[src/sv/sact_pkg.sv]
// ----------------------------------------------------------------------------
// Cache tag array package
// Shared constants, command codes and types of the tag array.
// ----------------------------------------------------------------------------
package sact_pkg;

  localparam int unsigned NumSetsDefault = 64;
  localparam int unsigned NumWaysDefault = 4;

  localparam int unsigned ModeW = 4;
  localparam int unsigned BlkW  = 32;
  localparam int unsigned SetW  = 6;
  localparam int unsigned WayW  = 2;
  localparam int unsigned TimeW = 32;
  localparam int unsigned TagW  = 26;

  typedef enum logic [ModeW-1:0] {
    CmdProbe    = 4'd0,
    CmdTouch    = 4'd1,
    CmdWrDirty  = 4'd2,
    CmdVictim   = 4'd3,
    CmdAlloc    = 4'd4,
    CmdInval    = 4'd5,
    CmdInvalAll = 4'd6,
    CmdDirtyChk = 4'd7,
    CmdFindDirty = 4'd8,
    CmdFlush    = 4'd9
  } cmd_e;

  typedef struct packed {
    logic [ModeW-1:0] mode;
    logic [BlkW-1:0]  block_index;
    logic [SetW-1:0]  set_index;
    logic [WayW-1:0]  way_index;
    logic [TimeW-1:0] access_time;
  } req_t;

  typedef struct packed {
    logic            found;
    logic [WayW-1:0] way_out;
    logic [SetW-1:0] set_out;
    logic [TagW-1:0] tag_out;
  } rsp_t;

endpackage

[src/sv/sact_if.sv]
// ----------------------------------------------------------------------------
// Cache tag array channel interfaces
// Valid/ready channels for commands and results.
// ----------------------------------------------------------------------------
interface sact_req_if
  import sact_pkg::*;
  ();
  logic             valid;
  logic             ready;
  logic [ModeW-1:0] mode;
  logic [BlkW-1:0]  block_index;
  logic [SetW-1:0]  set_index;
  logic [WayW-1:0]  way_index;
  logic [TimeW-1:0] access_time;
  modport source (output valid, mode, block_index, set_index, way_index, access_time,
                  input ready);
  modport sink (input valid, mode, block_index, set_index, way_index, access_time,
                output ready);
endinterface


[src/sv/sact_front.sv]
// ----------------------------------------------------------------------------
// Cache tag array front end
// Accepts commands and keeps them in a two-entry queue for the back end.
// ----------------------------------------------------------------------------
module sact_front
  import sact_pkg::*;
(
  input  logic clk_i,
  input  logic rst_ni,
  sact_req_if.sink req,
  output logic q_valid_o,
  input  logic q_pop_i,
  output req_t q_data_o
);

  req_t       mem_q [2];
  logic       wr_q, rd_q;
  logic [1:0] cnt_q;
  logic       push;

  assign req.ready = (cnt_q != 2'd2);
  assign push      = req.valid && req.ready;
  assign q_valid_o = (cnt_q != 2'd0);
  assign q_data_o  = mem_q[rd_q];

  always_ff @(posedge clk_i) begin
    if (push) begin
      mem_q[wr_q] <= '{req.mode, req.block_index, req.set_index, req.way_index,
                       req.access_time};
    end
  end

  always_ff @(posedge clk_i or negedge rst_ni) begin
    if (!rst_ni) begin
      wr_q  <= 1'b0;
      rd_q  <= 1'b0;
      cnt_q <= 2'd0;
    end else begin
      if (push) wr_q <= ~wr_q;
      if (q_pop_i) rd_q <= ~rd_q;
      cnt_q <= cnt_q + {1'b0, push} - {1'b0, q_pop_i};
    end
  end

  assert property (@(posedge clk_i) disable iff (!rst_ni) cnt_q <= 2'd2)
    else $error("queue count overflow");
  assert property (@(posedge clk_i) disable iff (!rst_ni) q_pop_i |-> q_valid_o)
    else $error("pop from empty queue");
  assert property (@(posedge clk_i) disable iff (!rst_ni)
                   (push && !q_pop_i) |=> cnt_q == $past(cnt_q) + 2'd1)
    else $error("queue count lost a push");

endmodule

[src/flat_wrapper.sv]
// flat-port wrapper written by rule: the top's interface ports become plain ports
module sact_front_flat import sact_pkg::*;
  (clk_i, rst_ni, q_valid_o, q_pop_i, q_data_o, req_valid, req_mode, req_block_index, req_set_index, req_way_index, req_access_time, req_ready);
  sact_req_if req_i ();
  input  logic clk_i;
  input  logic rst_ni;
  output logic q_valid_o;
  input  logic q_pop_i;
  output req_t q_data_o;
  input wire logic [$bits(req_i.valid)-1:0] req_valid;
  input wire logic [$bits(req_i.mode)-1:0] req_mode;
  input wire logic [$bits(req_i.block_index)-1:0] req_block_index;
  input wire logic [$bits(req_i.set_index)-1:0] req_set_index;
  input wire logic [$bits(req_i.way_index)-1:0] req_way_index;
  input wire logic [$bits(req_i.access_time)-1:0] req_access_time;
  output wire logic [$bits(req_i.ready)-1:0] req_ready;
  assign req_i.valid = req_valid;
  assign req_i.mode = req_mode;
  assign req_i.block_index = req_block_index;
  assign req_i.set_index = req_set_index;
  assign req_i.way_index = req_way_index;
  assign req_i.access_time = req_access_time;
  assign req_ready = req_i.ready;
  sact_front u_core (.clk_i(clk_i), .rst_ni(rst_ni), .req(req_i), .q_valid_o(q_valid_o), .q_pop_i(q_pop_i), .q_data_o(q_data_o));
endmodule
[config.mk]
export PLATFORM = sky130hd
export DESIGN_NAME = sact_front_flat
export DESIGN_NICKNAME = d
export VERILOG_FILES = /design/src/sv/sact_pkg.sv /design/src/sv/sact_if.sv /design/src/sv/sact_front.sv /design/src/flat_wrapper.sv
export SDC_FILE = /design/constraint.sdc
export NUM_CORES = 1
export LEC_CHECK = 0
export ABC_CLOCK_PERIOD_IN_PS = 11600
export BUFFER_PORTS_ARGS = -buffer_cell sky130_fd_sc_hd__buf_2
export CAP_MARGIN = 20
export CORE_MARGIN = 2
export CORE_UTILIZATION = 30
export DETAILED_ROUTE_END_ITERATION = 10
export GPL_TIMING_DRIVEN = 0
export SLEW_MARGIN = 5
export SYNTH_ARGS = -nofsm -noshare
export SYNTH_HDL_FRONTEND = slang
export SYNTH_SLANG_ARGS = --single-unit
[constraint.sdc]
create_clock -name clk_i -period 11.6 [get_ports clk_i]
set_input_delay 1.74 -clock clk_i [delete_from_list [all_inputs] [get_ports clk_i]]
set_output_delay 1.74 -clock clk_i [all_outputs]
set_load 0.01 [all_outputs]
==> metrics.md <==
| Metric | Value |
|---|---|
| CTS buffer count | `17` |
| Req. time, crit path | `9.86 ns` |
| Setup Skew | `0.00764 ns` |
| Setup TNS | `0 ns` |
| Die H | `143 um` |
| Clk pin slew, worst setup/hold paths | `0.06 ns` |
| Vias in the first global route | `3243` |
| Clk root buf | `clkbuf_16` |
| Final HPWL DP | `7470 um` |
| Setup Buffers After CTS | `0` |
| Initial core utilization | `0.308` |
| Area Overhead vs Synth | `32.0%` |
| Via density | `4.16` |
| Synth warn | `0` |
| Worst-Skew Late Latency | `0.41 ns` |
| Leakage power | `0.00295 uW` |
| Max_cap viols | `0` |
| Critical path type | `reg -> out` |
| Critical Path End Type | `output pin` |
| Status | `finished clean` |
| Initial antenna violation count | `2` |
| Sequential share of the synthesized area | `0.802` |
| Hold-fix buffers at CTS | `0` |
| Worst vdd ir | `0.175 mV` |
| All-Layer GR Usage | `0.107` |
| Worst Hold Class | `reg -> reg` |
| Die footprint | `0.0205 mm2` |
| Post-route ant nets | `0` |
| Grt ovf | `0` |
| Total Wirelength | `11000 um` |
| Wire per inst | `15.6 um` |
| Largest net degree at the start of global routing | `43` |
| Starting DRC count in detailed routing | `109` |
| Placer congestion estimate | `0.694` |
| First-pass GRT wire length | `16300 um` |
| Max Slew Vio Count | `0` |
| DRT Pass-1 Iters | `4` |
| Pin slew with the least headroom to its limit | `0.792 ns` |
| Rel. slew slack | `0.471` |
| Crit Path Max Fanout | `10` |
| Syn nets | `336` |
| Area of the core | `0.0189 mm2` |
| Layout cells sized above 1 | `0.622` |
| R2R setup slack | `9.65 ns` |
| Startpoint Class | `register` |
| Count of cell types in the netlist | `18` |
| Most frequent cells in the layout | `161 x buf_2, 152 x edfxtp_1, 46 x mux2_2` |
| Hold Vio Cnt, Final | `0` |
| Fmax | `291 MHz` |
| CTS Sinks | `156` |
| Critical Path AT | `1.69 ns` |
| Port Buf Inserts | `157` |
| Core Rows | `50` |
| RSZ-0062 raised after global routing | `no` |
| Leading cell type in the layout, fill and taps excluded | `buf_2` |
| Die width | `143 um` |
| Post-Syn Area | `0.00582 mm2` |
| Fin crit share | `0.296` |
| DP Cell Count | `675` |
| Power Density | `263 mW/mm2` |
| CTS tree | `yes` |
| Util after Layout | `0.407` |
| Final cell count without fillers | `709` |
| Nets | `515` |
| Num ports | `158` |
| CTS resizes | `0` |
| Post-route DRC | `0` |
| Max clock buf depth | `2` |
| Post-synthesis cell count | `255` |
| DR vias | `2948` |
| Final setup violation count | `0` |
| Post-Syn Area per Cell | `22.8 um2` |
| CTS H-tree depth | `4` |
| Fin crit period | `3.43 ns` |
| Flops & latches, synth | `156` |
==> flip-flops by register name, summed over array words and instances, names as in the netlist <==
register and flops:
u_core.cnt_q 2, u_core.mem_q 152, u_core.rd_q 1, u_core.wr_q 1
==> layout make-up <==
| type | instances | area [um2] |
|---|---|---|
| inverter | 1 | 3.75 |
| timing repair buffer | 160 | 853 |
| clock inverter | 15 | 243 |
| sequential | 156 | 4660 |
| antenna | 2 | 5.00 |
| tap | 260 | 325 |
| fill | 1762 | 11200 |
| multi-input combinational | 89 | 1070 |
| buffer | 9 | 87.6 |
| clock buffer | 17 | 425 |
==> routing by layer <==
layer / part of all wire / vias up / global-route usage / wire length (um)
li1: - / 1372 / - / -
met3: 0.080 / 8 / 0.0476 / 885
met2: 0.51 / 111 / 0.185 / 5660
met5: 0 / - / 0 / 0
met4: 0.010 / 0 / 0.0402 / 115
met1: 0.40 / 1457 / 0.115 / 4380
==> cell usage after synthesis, drive strengths merged <==
master  number  share of area
edfxtp     152           0.78
mux2        76           0.17
buf          9          0.015
dfrtp        4          0.017
nand2        2         0.0013
xnor2        2         0.0030
xor2         2         0.0030
and3         1         0.0011
ha           1         0.0022
inv          1        0.00064
mux2i        1         0.0017
nand2b       1         0.0011
nor2         1        0.00064
nor2b        1         0.0011
or2          1         0.0011
==> critical path, stage by stage (launching register included) <==
cell     delay (ns)
dfrtp_1        0.34
buf_6          0.12
buf_6          0.18
buf_8          0.18
mux2_4         0.31
buf_2          0.14
==> cell families (layout without fill, tap and decap cells) <==
family | after synthesis | count (layout) | share of synthesized area
XOR/XNOR | 4 | 4 | 0.00602
adder cells (fa/ha/maj) | 1 | 1 | 0.00215
buffers and inverters | 10 | 202 | 0.0157
flip-flops | 156 | 156 | 0.802
multiplexers | 77 | 77 | 0.168
other | 0 | 2 | 0
AND/OR/NAND/NOR | 7 | 7 | 0.00624
==> where the power goes <==
| part | internal, uW | switching (uW) | total, uW |
|---|---|---|---|
| registers | 770 | 30.9 | 801 |
| logic | 295 | 304 | 598 |
| clock network | 404 | 221 | 625 |
| total | 1470 | 555 | 2020 |
==> per-stage QoR <==
stage	area (um2)	hold slack [ns]	setup WS, ns	total power [uW]
after floorplan	5820	0.460	6.07	1200
after global placement	6930	0.474	4.05	1410
after detailed placement	7010	0.549	8.33	1430
after CTS	7680	0.564	8.10	2070
after global routing	7680	0.585	8.08	2130
final	7680	0.558	8.17	2020
==> worst paths after layout <==
path / startpoint / to / cells after the start
worst min register to register: u_core.wr_q / u_core.wr_q / 1
min in group asynchronous: rst_ni / u_core.cnt_q[1] / 1
worst max-delay path: u_core.rd_q / q_data_o[53] / 5
worst max register to register: u_core.cnt_q[1] / u_core.mem_q[0][53] / 4
max in group asynchronous: rst_ni / u_core.rd_q / 1
worst min-delay path: u_core.wr_q / u_core.wr_q / 1
No activity file was read; power rests on OpenSTA's default activity.
